[src/design/lpg_pkg.sv]
`default_nettype none

package lpg_pkg;

   // default coordinate width; the top level can override it
   localparam int COORD_BITS_DEF = 12;

   localparam int CSR_INDEX_BITS = 2;
   localparam int CSR_DATA_BITS  = 32;

   localparam logic [31:0] FRAME_BASE_RST      = 32'd0;
   localparam logic [15:0] ROW_PITCH_RST       = 16'd1600;
   localparam logic [2:0]  BYTES_PER_PIXEL_RST = 3'd2;

   typedef enum logic [CSR_INDEX_BITS-1:0] {
      CSR_FRAME_BASE      = 2'd0,
      CSR_ROW_PITCH       = 2'd1,
      CSR_BYTES_PER_PIXEL = 2'd2
   } csr_index_type;

   typedef enum logic {
      OP_START = 1'b0,
      OP_STEP  = 1'b1
   } opcode_type;

   typedef struct packed {
      logic [31:0] frame_base;
      logic [15:0] row_pitch;
      logic [2:0]  bytes_per_pixel;
   } cfg_type;

endpackage

`default_nettype wire

[src/design/line_pixel_generator.sv]
// line_pixel_generator: Bresenham line walker with framebuffer byte addressing.
// Request channel (req_*): tuser is the opcode, 0 starts a line, 1 advances it.
//   A start request latches both endpoints and the color and yields the first
//   pixel; each advance request yields the next pixel along the major axis.
// Response channel (rsp_*): one response per request. tuser is 1 for a real
//   pixel, 0 for an advance with no line running (all fields zero then).
//   tlast marks the endpoint pixel, after which the walker is idle again.
// Address = frame_base + y*row_pitch + x*bytes_per_pixel, modulo 2^32.
// Config channel (csr_*): always ready; index 0 frame_base, 1 row_pitch,
//   2 bytes_per_pixel. Write only while no request is in flight.
// Throughput: one request per clock while the response side does not stall.
//   The walker register updates all line state at once, so back-to-back advances need no gaps.
// Pipeline: three register stages (walker register, multiply register, address
//   add into the output register).
// Stall: each stage holds when the next is full; bubbles are squeezed out, so
//   requests keep being taken while a response waits, up to three in flight.
// Reset: drops any line in progress, empties the pipeline and restores
//   frame_base 0, row_pitch 1600, bytes_per_pixel 2.
`default_nettype none

module line_pixel_generator #(
   parameter int COORD_BITS = lpg_pkg::COORD_BITS_DEF
) (
   input  wire                                      clock,
   input  wire                                      reset,
   input  wire                                      req_tvalid,
   output logic                                     req_tready,
   // start_x, start_y, end_x, end_y, color; zero padded to bytes
   input  wire  [((4*COORD_BITS+32+7)/8)*8-1:0]     req_tdata,
   // opcode
   input  wire                                      req_tuser,
   output logic                                     rsp_tvalid,
   input  wire                                      rsp_tready,
   // pixel_x, pixel_y, pixel_color, byte_address; zero padded to bytes
   output logic [((2*COORD_BITS+64+7)/8)*8-1:0]     rsp_tdata,
   // valid_res
   output logic                                     rsp_tuser,
   output logic                                     rsp_tlast,
   input  wire                                      csr_valid,
   output logic                                     csr_ready,
   input  wire  [lpg_pkg::CSR_INDEX_BITS-1:0]       csr_index,
   input  wire  [lpg_pkg::CSR_DATA_BITS-1:0]        csr_wdata
);
   import lpg_pkg::*;

   localparam int RSP_BITS = ((2*COORD_BITS+64+7)/8)*8;

   cfg_type                cfg;

   logic                   pix_valid, pix_ready, pix_hit, pix_last;
   logic [COORD_BITS-1:0]  pix_x, pix_y;
   logic [31:0]            pix_color;

   logic                   rsp_hit, rsp_last;
   logic [COORD_BITS-1:0]  rsp_x, rsp_y;
   logic [31:0]            rsp_color, rsp_address;

   lpg_csr u_csr (
      .clock     (clock),
      .reset     (reset),
      .csr_valid (csr_valid),
      .csr_ready (csr_ready),
      .csr_index (csr_index),
      .csr_wdata (csr_wdata),
      .cfg       (cfg)
   );

   lpg_walker #(.COORD_BITS(COORD_BITS)) u_walker (
      .clock      (clock),
      .reset      (reset),
      .req_valid  (req_tvalid),
      .req_ready  (req_tready),
      .req_opcode (req_tuser),
      .start_x    (req_tdata[COORD_BITS-1:0]),
      .start_y    (req_tdata[2*COORD_BITS-1:COORD_BITS]),
      .end_x      (req_tdata[3*COORD_BITS-1:2*COORD_BITS]),
      .end_y      (req_tdata[4*COORD_BITS-1:3*COORD_BITS]),
      .color      (req_tdata[4*COORD_BITS+31:4*COORD_BITS]),
      .pix_valid  (pix_valid),
      .pix_ready  (pix_ready),
      .pix_hit    (pix_hit),
      .pix_x      (pix_x),
      .pix_y      (pix_y),
      .pix_color  (pix_color),
      .pix_last   (pix_last)
   );

   lpg_addr #(.COORD_BITS(COORD_BITS)) u_addr (
      .clock       (clock),
      .reset       (reset),
      .cfg         (cfg),
      .pix_valid   (pix_valid),
      .pix_ready   (pix_ready),
      .pix_hit     (pix_hit),
      .pix_x       (pix_x),
      .pix_y       (pix_y),
      .pix_color   (pix_color),
      .pix_last    (pix_last),
      .rsp_valid   (rsp_tvalid),
      .rsp_ready   (rsp_tready),
      .rsp_hit     (rsp_hit),
      .rsp_x       (rsp_x),
      .rsp_y       (rsp_y),
      .rsp_color   (rsp_color),
      .rsp_address (rsp_address),
      .rsp_last    (rsp_last)
   );

   assign rsp_tdata = RSP_BITS'({rsp_address, rsp_color, rsp_y, rsp_x});
   assign rsp_tuser = rsp_hit;
   assign rsp_tlast = rsp_last;

endmodule

`default_nettype wire

[src/design/lpg_csr.sv]
`default_nettype none

module lpg_csr (
   input  wire                                 clock,
   input  wire                                 reset,
   input  wire                                 csr_valid,
   output logic                                csr_ready,
   input  wire  [lpg_pkg::CSR_INDEX_BITS-1:0]  csr_index,
   input  wire  [lpg_pkg::CSR_DATA_BITS-1:0]   csr_wdata,
   output lpg_pkg::cfg_type                    cfg
);
   import lpg_pkg::*;

   cfg_type cfg_ff;
   cfg_type cfg_in;

   assign csr_ready = 1'b1;
   assign cfg       = cfg_ff;

   always_comb begin
      cfg_in = cfg_ff;
      if (csr_valid) begin
         unique case (csr_index)
            CSR_FRAME_BASE:      cfg_in.frame_base      = csr_wdata[31:0];
            CSR_ROW_PITCH:       cfg_in.row_pitch       = csr_wdata[15:0];
            CSR_BYTES_PER_PIXEL: cfg_in.bytes_per_pixel = csr_wdata[2:0];
            default:             cfg_in = cfg_ff;   // unmapped index, dropped
         endcase
      end
   end

   always_ff @(posedge clock) begin
      if (reset) begin
         cfg_ff.frame_base      <= FRAME_BASE_RST;
         cfg_ff.row_pitch       <= ROW_PITCH_RST;
         cfg_ff.bytes_per_pixel <= BYTES_PER_PIXEL_RST;
      end else begin
         cfg_ff <= cfg_in;
      end
   end

endmodule

`default_nettype wire

[src/design/lpg_walker.sv]
`default_nettype none

module lpg_walker #(
   parameter int COORD_BITS = lpg_pkg::COORD_BITS_DEF
) (
   input  wire                    clock,
   input  wire                    reset,
   input  wire                    req_valid,
   output logic                   req_ready,
   input  wire                    req_opcode,
   input  wire  [COORD_BITS-1:0]  start_x,
   input  wire  [COORD_BITS-1:0]  start_y,
   input  wire  [COORD_BITS-1:0]  end_x,
   input  wire  [COORD_BITS-1:0]  end_y,
   input  wire  [31:0]            color,
   output logic                   pix_valid,
   input  wire                    pix_ready,
   output logic                   pix_hit,
   output logic [COORD_BITS-1:0]  pix_x,
   output logic [COORD_BITS-1:0]  pix_y,
   output logic [31:0]            pix_color,
   output logic                   pix_last
);
   import lpg_pkg::*;

   // error term spans about +-2^(COORD_BITS+1)
   localparam int ERR_BITS = COORD_BITS + 3;

   logic                   busy_ff, busy_in;
   logic [COORD_BITS-1:0]  cur_x_ff, cur_x_in, cur_y_ff, cur_y_in;
   logic [COORD_BITS-1:0]  stop_x_ff, stop_x_in, stop_y_ff, stop_y_in;
   logic                   dir_x_neg_ff, dir_x_neg_in, dir_y_neg_ff, dir_y_neg_in;
   logic                   x_major_ff, x_major_in;
   logic [COORD_BITS:0]    twice_dx_ff, twice_dx_in, twice_dy_ff, twice_dy_in;
   logic [ERR_BITS-1:0]    error_ff, error_in;
   logic [31:0]            color_ff, color_in;

   logic                   pix_valid_ff, pix_valid_in;
   logic                   pix_hit_ff, pix_hit_in, pix_last_ff, pix_last_in;
   logic [COORD_BITS-1:0]  pix_x_ff, pix_x_in, pix_y_ff, pix_y_in;
   logic [31:0]            pix_color_ff, pix_color_in;

   logic                   accept;

   // line setup
   logic [COORD_BITS:0]    diff_x, diff_y, mag_x, mag_y;
   logic [COORD_BITS-1:0]  abs_x, abs_y;
   logic                   st_x_major, st_done;
   logic [ERR_BITS-1:0]    st_err;

   // one step
   logic [COORD_BITS-1:0]  step_x, step_y, nx, ny;
   logic [ERR_BITS-1:0]    tdx_ext, tdy_ext, nerr;
   logic                   minor, sd;

   assign req_ready = !pix_valid_ff || pix_ready;
   assign accept    = req_valid && req_ready;

   assign diff_x = {1'b0, end_x} - {1'b0, start_x};
   assign diff_y = {1'b0, end_y} - {1'b0, start_y};
   assign mag_x  = diff_x[COORD_BITS] ? (~diff_x + 1'b1) : diff_x;
   assign mag_y  = diff_y[COORD_BITS] ? (~diff_y + 1'b1) : diff_y;
   assign abs_x  = mag_x[COORD_BITS-1:0];
   assign abs_y  = mag_y[COORD_BITS-1:0];
   assign st_x_major = abs_x > abs_y;   // ties go to y
   assign st_err = st_x_major ? ({2'b00, abs_y, 1'b0} - {3'b000, abs_x})
                              : ({2'b00, abs_x, 1'b0} - {3'b000, abs_y});
   assign st_done = st_x_major ? (start_x == end_x) : (start_y == end_y);

   assign step_x  = dir_x_neg_ff ? (cur_x_ff - 1'b1) : (cur_x_ff + 1'b1);
   assign step_y  = dir_y_neg_ff ? (cur_y_ff - 1'b1) : (cur_y_ff + 1'b1);
   assign tdx_ext = {2'b00, twice_dx_ff};
   assign tdy_ext = {2'b00, twice_dy_ff};
   assign minor   = !error_ff[ERR_BITS-1];

   always_comb begin
      if (x_major_ff) begin
         nx   = step_x;
         ny   = minor ? step_y : cur_y_ff;
         nerr = error_ff - (minor ? tdx_ext : '0) + tdy_ext;
         sd   = (step_x == stop_x_ff);
      end else begin
         nx   = minor ? step_x : cur_x_ff;
         ny   = step_y;
         nerr = error_ff - (minor ? tdy_ext : '0) + tdx_ext;
         sd   = (step_y == stop_y_ff);
      end
   end

   always_comb begin
      busy_in      = busy_ff;
      cur_x_in     = cur_x_ff;
      cur_y_in     = cur_y_ff;
      stop_x_in    = stop_x_ff;
      stop_y_in    = stop_y_ff;
      dir_x_neg_in = dir_x_neg_ff;
      dir_y_neg_in = dir_y_neg_ff;
      x_major_in   = x_major_ff;
      twice_dx_in  = twice_dx_ff;
      twice_dy_in  = twice_dy_ff;
      error_in     = error_ff;
      color_in     = color_ff;
      pix_valid_in = pix_valid_ff && !pix_ready;
      pix_hit_in   = pix_hit_ff;
      pix_x_in     = pix_x_ff;
      pix_y_in     = pix_y_ff;
      pix_color_in = pix_color_ff;
      pix_last_in  = pix_last_ff;
      if (accept) begin
         pix_valid_in = 1'b1;
         priority if (req_opcode == OP_START) begin
            cur_x_in     = start_x;
            cur_y_in     = start_y;
            stop_x_in    = end_x;
            stop_y_in    = end_y;
            dir_x_neg_in = diff_x[COORD_BITS];
            dir_y_neg_in = diff_y[COORD_BITS];
            x_major_in   = st_x_major;
            twice_dx_in  = {abs_x, 1'b0};
            twice_dy_in  = {abs_y, 1'b0};
            error_in     = st_err;
            color_in     = color;
            busy_in      = !st_done;
            pix_hit_in   = 1'b1;
            pix_x_in     = start_x;
            pix_y_in     = start_y;
            pix_color_in = color;
            pix_last_in  = st_done;
         end else if (busy_ff) begin
            cur_x_in     = nx;
            cur_y_in     = ny;
            error_in     = nerr;
            busy_in      = !sd;
            pix_hit_in   = 1'b1;
            pix_x_in     = nx;
            pix_y_in     = ny;
            pix_color_in = color_ff;
            pix_last_in  = sd;
         end else begin
            // step with no line in progress: empty result
            pix_hit_in   = 1'b0;
            pix_x_in     = '0;
            pix_y_in     = '0;
            pix_color_in = '0;
            pix_last_in  = 1'b0;
         end
      end
   end

   always_ff @(posedge clock) begin
      if (reset) begin
         busy_ff      <= 1'b0;
         pix_valid_ff <= 1'b0;
      end else begin
         busy_ff      <= busy_in;
         pix_valid_ff <= pix_valid_in;
      end
   end

   always_ff @(posedge clock) begin
      cur_x_ff     <= cur_x_in;
      cur_y_ff     <= cur_y_in;
      stop_x_ff    <= stop_x_in;
      stop_y_ff    <= stop_y_in;
      dir_x_neg_ff <= dir_x_neg_in;
      dir_y_neg_ff <= dir_y_neg_in;
      x_major_ff   <= x_major_in;
      twice_dx_ff  <= twice_dx_in;
      twice_dy_ff  <= twice_dy_in;
      error_ff     <= error_in;
      color_ff     <= color_in;
      pix_hit_ff   <= pix_hit_in;
      pix_x_ff     <= pix_x_in;
      pix_y_ff     <= pix_y_in;
      pix_color_ff <= pix_color_in;
      pix_last_ff  <= pix_last_in;
   end

   assign pix_valid = pix_valid_ff;
   assign pix_hit   = pix_hit_ff;
   assign pix_x     = pix_x_ff;
   assign pix_y     = pix_y_ff;
   assign pix_color = pix_color_ff;
   assign pix_last  = pix_last_ff;

   a_accept_fills : assert property (@(posedge clock) disable iff (reset)
      accept |=> pix_valid_ff)
      else $error("accepted request did not produce a pixel record");

   a_idle_step_keeps_idle : assert property (@(posedge clock) disable iff (reset)
      (accept && req_opcode == OP_STEP && !busy_ff) |=> (!busy_ff && !pix_hit_ff))
      else $error("step while idle changed walker state");

   a_last_ends_line : assert property (@(posedge clock) disable iff (reset)
      (pix_valid_ff && pix_hit_ff && pix_last_ff) |-> !busy_ff)
      else $error("endpoint emitted but walker still busy");

   a_idle_zero : assert property (@(posedge clock) disable iff (reset)
      (pix_valid_ff && !pix_hit_ff) |-> (pix_x_ff == '0 && pix_y_ff == '0 &&
                                         pix_color_ff == '0 && !pix_last_ff))
      else $error("empty result carries nonzero fields");

endmodule

`default_nettype wire

[src/design/lpg_addr.sv]
`default_nettype none

module lpg_addr #(
   parameter int COORD_BITS = lpg_pkg::COORD_BITS_DEF
) (
   input  wire                    clock,
   input  wire                    reset,
   input  lpg_pkg::cfg_type       cfg,
   input  wire                    pix_valid,
   output logic                   pix_ready,
   input  wire                    pix_hit,
   input  wire  [COORD_BITS-1:0]  pix_x,
   input  wire  [COORD_BITS-1:0]  pix_y,
   input  wire  [31:0]            pix_color,
   input  wire                    pix_last,
   output logic                   rsp_valid,
   input  wire                    rsp_ready,
   output logic                   rsp_hit,
   output logic [COORD_BITS-1:0]  rsp_x,
   output logic [COORD_BITS-1:0]  rsp_y,
   output logic [31:0]            rsp_color,
   output logic [31:0]            rsp_address,
   output logic                   rsp_last
);
   import lpg_pkg::*;

   localparam int YPROD_BITS = COORD_BITS + 16;
   localparam int XPROD_BITS = COORD_BITS + 3;

   // multiply stage
   logic                   m_valid_ff, m_valid_in;
   logic                   m_hit_ff, m_last_ff;
   logic [COORD_BITS-1:0]  m_x_ff, m_y_ff;
   logic [31:0]            m_color_ff;
   logic [YPROD_BITS-1:0]  m_yprod_ff, yprod;
   logic [XPROD_BITS-1:0]  m_xprod_ff, xprod;

   // output stage
   logic                   o_valid_ff, o_valid_in;
   logic                   o_hit_ff, o_last_ff;
   logic [COORD_BITS-1:0]  o_x_ff, o_y_ff;
   logic [31:0]            o_color_ff, o_addr_ff, addr_sum;

   logic                   o_ready, m_load, o_load;

   assign o_ready   = !o_valid_ff || rsp_ready;
   assign pix_ready = !m_valid_ff || o_ready;
   assign m_load    = pix_valid && pix_ready;
   assign o_load    = m_valid_ff && o_ready;

   assign yprod    = pix_y * cfg.row_pitch;
   assign xprod    = pix_x * cfg.bytes_per_pixel;
   assign addr_sum = cfg.frame_base + 32'(m_yprod_ff) + 32'(m_xprod_ff);

   assign m_valid_in = pix_ready ? pix_valid : m_valid_ff;
   assign o_valid_in = o_ready ? m_valid_ff : o_valid_ff;

   always_ff @(posedge clock) begin
      if (reset) begin
         m_valid_ff <= 1'b0;
         o_valid_ff <= 1'b0;
      end else begin
         m_valid_ff <= m_valid_in;
         o_valid_ff <= o_valid_in;
      end
   end

   always_ff @(posedge clock) begin
      if (m_load) begin
         m_hit_ff   <= pix_hit;
         m_last_ff  <= pix_last;
         m_x_ff     <= pix_x;
         m_y_ff     <= pix_y;
         m_color_ff <= pix_color;
         m_yprod_ff <= yprod;
         m_xprod_ff <= xprod;
      end
      if (o_load) begin
         o_hit_ff   <= m_hit_ff;
         o_last_ff  <= m_last_ff;
         o_x_ff     <= m_x_ff;
         o_y_ff     <= m_y_ff;
         o_color_ff <= m_color_ff;
         o_addr_ff  <= m_hit_ff ? addr_sum : 32'd0;
      end
   end

   assign rsp_valid   = o_valid_ff;
   assign rsp_hit     = o_hit_ff;
   assign rsp_x       = o_x_ff;
   assign rsp_y       = o_y_ff;
   assign rsp_color   = o_color_ff;
   assign rsp_address = o_addr_ff;
   assign rsp_last    = o_last_ff;

   a_pix_to_mult : assert property (@(posedge clock) disable iff (reset)
      m_load |=> m_valid_ff)
      else $error("pixel record lost entering multiply stage");

   a_mult_to_out : assert property (@(posedge clock) disable iff (reset)
      o_load |=> o_valid_ff)
      else $error("pixel record lost entering output stage");

   a_empty_addr : assert property (@(posedge clock) disable iff (reset)
      (o_valid_ff && !o_hit_ff) |-> (o_addr_ff == 32'd0))
      else $error("empty result carries an address");

endmodule

`default_nettype wire
[config.mk]
export PLATFORM = sky130hd
export DESIGN_NAME = line_pixel_generator
export DESIGN_NICKNAME = d
export VERILOG_FILES = /design/src/design/lpg_pkg.sv /design/src/design/line_pixel_generator.sv /design/src/design/lpg_csr.sv /design/src/design/lpg_walker.sv /design/src/design/lpg_addr.sv
export SDC_FILE = /design/constraint.sdc
export NUM_CORES = 1
export LEC_CHECK = 0
export BUFFER_PORTS_ARGS = -buffer_cell sky130_fd_sc_hd__buf_2
export CORE_MARGIN = 4
export CORE_UTILIZATION = 56
export CTS_CLUSTER_DIAMETER = 120
export DETAILED_ROUTE_END_ITERATION = 10
export GPL_TIMING_DRIVEN = 1
export PLACE_DENSITY = 0.83
export SLEW_MARGIN = 20
export SYNTH_ARGS = -nofsm -noshare
export SYNTH_HDL_FRONTEND = slang
export SYNTH_SLANG_ARGS = --single-unit
[constraint.sdc]
create_clock -name clock -period 9.6 [get_ports clock]
set_input_delay 1.44 -clock clock [delete_from_list [all_inputs] [get_ports clock]]
set_output_delay 1.44 -clock clock [all_outputs]
set_load 0.01 [all_outputs]
==> out/metrics.yaml <==
clock_network:
  cts_buffers: 45
  cts_resized: 0
  ctsHoldBuffers: 0
  cts-root-buf: "clkbuf_16"
  clk_latency_ns: 0.59
  path_clk_slew_ns: 0.06
  cts_tree: "yes"
  post_cts_buffers: 0
  cts.sinks: 425
  ctsLongestPathBuffers: 3
  htreeDepth: 2
final_layout:
  nNetsFinal: 3478
  drive_gt1_frac: 0.1177
  syn_to_final_growth_pct: 11.17
grt:
  antenna_found_initial: 2
  met1_usage: 0.3253
  use_met3: 0.04142
  met2_usage: 0.4083
  track_usage: 0.2440
  overflow: 0
  grt_max_degree: 78
  grt_pass1_wl_um: 110700
  grt_pass1_vias: 21170
  busiest_layer: "met2"
sta:
  fin_crit_ns: 6.410
  fin_setup_tns_ns: 0
  worst_pin_slew_ns: 0.9755
  max_freq_mhz: 156.0
  finalSetupViolCount: 0
  rsz0062_at_grt: "no"
  slew_viol_final: 0
  slew_headroom: 0.3450
  post-route-period-util: 0.6677
  finClkSkew_ns: 0.02272
  hold_violations: 0
synthesis:
  synth_top_area_frac: 0.3772
  ys_seq_area_frac: 0.4145
  synth_cell_type_count: 102
  yosys-top-cells-area: "edfxtp_1, fa_1, ha_1"
  netlist_area_um2: 29460
  synth_ff_type: "edfxtp_1"
  synth-async-reset-ratio: 0
  syn_inst: 2755
  synth_area_leader_cell: "edfxtp_1"
  ys_seq_elements: 425
  synth-warning-count: 0
  synth_nets: 3296
  synth_edf_count: 370
  syn_avg_cell_area_um2: 10.69
power:
  p_int_mw: 5.002
  p_seq_frac: 0.304
  p_leak_nw: 14.56
  clkPwrFrac: 0.239
  combinationalPowerShare: 0.458
  power_mw: 8.021
  swShare: 0.3764
  p_sw_mw: 3.020
  powerDensity_nw_per_um2: 244.9
  ir_drop_mv: 0.1850
detailed_routing:
  drtAntennaViolNets: 0
  totalWireLength_um: 69740
  vias: 20620
  drt_iter0_drc: 1465
  via_per_inst: 5.641
  drc: 0
  dr.pass1.iters: 5
  wl_per_cell_um: 19.07
critical_path:
  worstPathRequired_ns: 9.91
  start_kind: "flop"
  worstPathArrival_ns: 6.72
  crit_path_start: "u_walker.pix_y[4]"
  cp_max_fo: 17
  r2r_start: "u_walker.pix_y[4]"
  critPathKind: "reg -> reg"
  end_kind: "flop"
  rrSetupSlack_ns: 3.19
placed_design:
  io_buffer_count: 211
  dpl.hpwl_um: 52940
  place_congestion: 0.9182
min_path:
  hp-start: "u_walker.pix_color[20]"
  hp-class: "reg -> reg"
status:
  status: "finished clean"
flow_run:
  drv_cap: 0
floorplanning:
  initial_utilization: 0.5696
  die_h_um: 237.4
  dieWidth_um: 237.4
  die-area_um2: 56340
  core-area_um2: 51720
  pin_count: 213
  num_rows: 83
==> worst paths after layout <==
kind / endpoint / cells past startpoint
max: u_addr.m_yprod_ff[20] / 24
min: u_addr.m_color_ff[20] / 0
max reg2reg: u_addr.m_yprod_ff[20] / 24
min reg2reg: u_addr.m_color_ff[20] / 0
==> critical path, stage by stage, from the launching register on <==
cell      delay, ns
edfxtp_1       0.83
nand2_1        0.17
fa_1           0.49
inv_1          0.07
ha_1           0.14
inv_1          0.05
fa_1           0.47
inv_1          0.04
ha_1           0.27
inv_1          0.05
fa_1           0.48
inv_1          0.04
ha_1           0.31
nor2b_1        0.14
o21ai_0        0.23
a21boi_0       0.17
o21ai_0        0.23
a21boi_0       0.15
o21ai_0        0.28
a21oi_1        0.16
o41ai_1        0.54
o21bai_1       0.14
a21oi_1        0.30
mux2i_1        0.25
nand3_1        0.13
==> state kept, by name, summed over array words and instances, names as in the netlist, 14 cells and up <==
register / count
u_walker.pix_color: 32
u_csr.cfg: 51
u_addr.m_yprod_ff: 28
u_walker.color_ff: 32
u_addr.m_color_ff: 32
u_walker.error_ff: 14
u_addr.rsp_color: 32
u_addr.m_xprod_ff: 15
u_addr.rsp_address: 32
==> cells in the mapped netlist, types with 4 or more instances <==
| library cell | n |
|---|---|
| a21oi_1 | 160 |
| nor3_1 | 41 |
| a31oi_1 | 7 |
| a22o_1 | 31 |
| nor3b_1 | 4 |
| a31o_2 | 4 |
| or3_1 | 6 |
| clkbuf_8 | 5 |
| or2_2 | 5 |
| o211ai_1 | 14 |
| dfxtp_1 | 55 |
| nand2_1 | 327 |
| o31ai_1 | 4 |
| o41ai_1 | 7 |
| o21a_1 | 16 |
| ha_1 | 222 |
| inv_1 | 389 |
| clkbuf_1 | 70 |
| xnor2_1 | 104 |
| o211a_1 | 4 |
| nand4_1 | 13 |
| fa_1 | 199 |
| and2_1 | 110 |
| nand3_1 | 27 |
| nor4_1 | 5 |
| a211o_1 | 5 |
| a21o_1 | 39 |
| nand2b_1 | 18 |
| xor2_1 | 71 |
| o21bai_1 | 22 |
| or4_1 | 6 |
| a21boi_0 | 7 |
| edfxtp_1 | 370 |
| a211oi_1 | 6 |
| buf_1 | 7 |
| o21ai_1 | 9 |
| nor2b_1 | 21 |
| and3_1 | 9 |
| mux2i_1 | 38 |
| a41o_1 | 5 |
| nor2_1 | 157 |
| o21ai_0 | 52 |
==> kinds of logic (layout without fill, tap and decap cells) <==
group	after synthesis	in the layout	synth area share
AO/OA/AOI/OAI	436	436	0.09960
buffers and inverters	480	699	0.06443
adder cells (fa/ha/maj)	423	423	0.2302
flip-flops	425	425	0.4145
AND/OR/NAND/NOR	771	771	0.1227
XOR/XNOR	178	178	0.05428
multiplexers	41	41	0.01406
other	1	3	0.0001273
==> power by group through the flow <==
stage / Combinational [mW] / Clock [mW] / Sequential [mW]
2_1_floorplan: 2.84 / 0 / 2.41
3_3_place_gp: 3.45 / 0 / 2.46
3_5_place_dp: 3.60 / 0 / 2.47
4_1_cts: 3.63 / 1.95 / 2.43
5_1_grt: 4.12 / 2.04 / 2.45
6_report: 3.67 / 1.91 / 2.44
==> placed cells by master, fill, tap and decap left out, types with 6 or more instances in the layout <==
master / instances
edfxtp_1: 370
ha_1: 222
inv_1: 388
nand2_1: 327
or3_1: 6
nor2b_1: 20
nand2b_1: 18
o21bai_1: 22
clkinv_2: 8
o21ai_0: 52
clkbuf_16: 46
xnor2_1: 104
o21ai_1: 9
a22o_1: 31
a21oi_1: 160
and3_1: 9
o21a_1: 16
nand3_1: 27
a31oi_1: 7
buf_4: 11
buf_2: 211
or4_1: 6
bufinv_16: 9
o41ai_1: 7
nor2_1: 155
a211oi_1: 6
nand4_1: 13
dfxtp_1: 55
a21boi_0: 6
fa_1: 199
mux2i_1: 38
o211ai_1: 14
and2_1: 109
xor2_1: 71
a21o_1: 39
nor3_1: 41
==> layout make-up <==
class / count / area, µm²
inverters: 392 / 1474
well taps: 680 / 850.8
multi-input cells: 1850 / 15390
clock inverters: 32 / 459.2
flip-flops and latches: 425 / 12210
diodes: 2 / 5.005
repair buffers: 223 / 1166
clock buffers: 52 / 1194
fillers: 3954 / 18970
==> per-layer routing <==
| layer | wire (µm) | up-vias |
|---|---|---|
| met1 | 28830 | 10050 |
| li1 | - | 9641 |
| met3 | 5031 | 140 |
| met2 | 33490 | 795 |
| met4 | 2381 | 0 |
| met5 | 0 | - |
==> metrics by stage <==
stage          hold WS [ns]  instance area (µm²)  cells  utilization  worst slack (ns)
2_1_floorplan        0.4003                29460   2755            -           0.04787
4_1_cts              0.4134                32740   3654       0.6331             3.236
5_1_grt              0.4217                32750   3656       0.6332             2.737
3_3_place_gp         0.4010                31060   3569       0.6006             2.902
3_5_place_dp         0.4045                31090   3570       0.6012             2.717
6_report             0.4128                32750   3656       0.6332             3.190
Note: power is estimated with default switching activity, not from simulation.
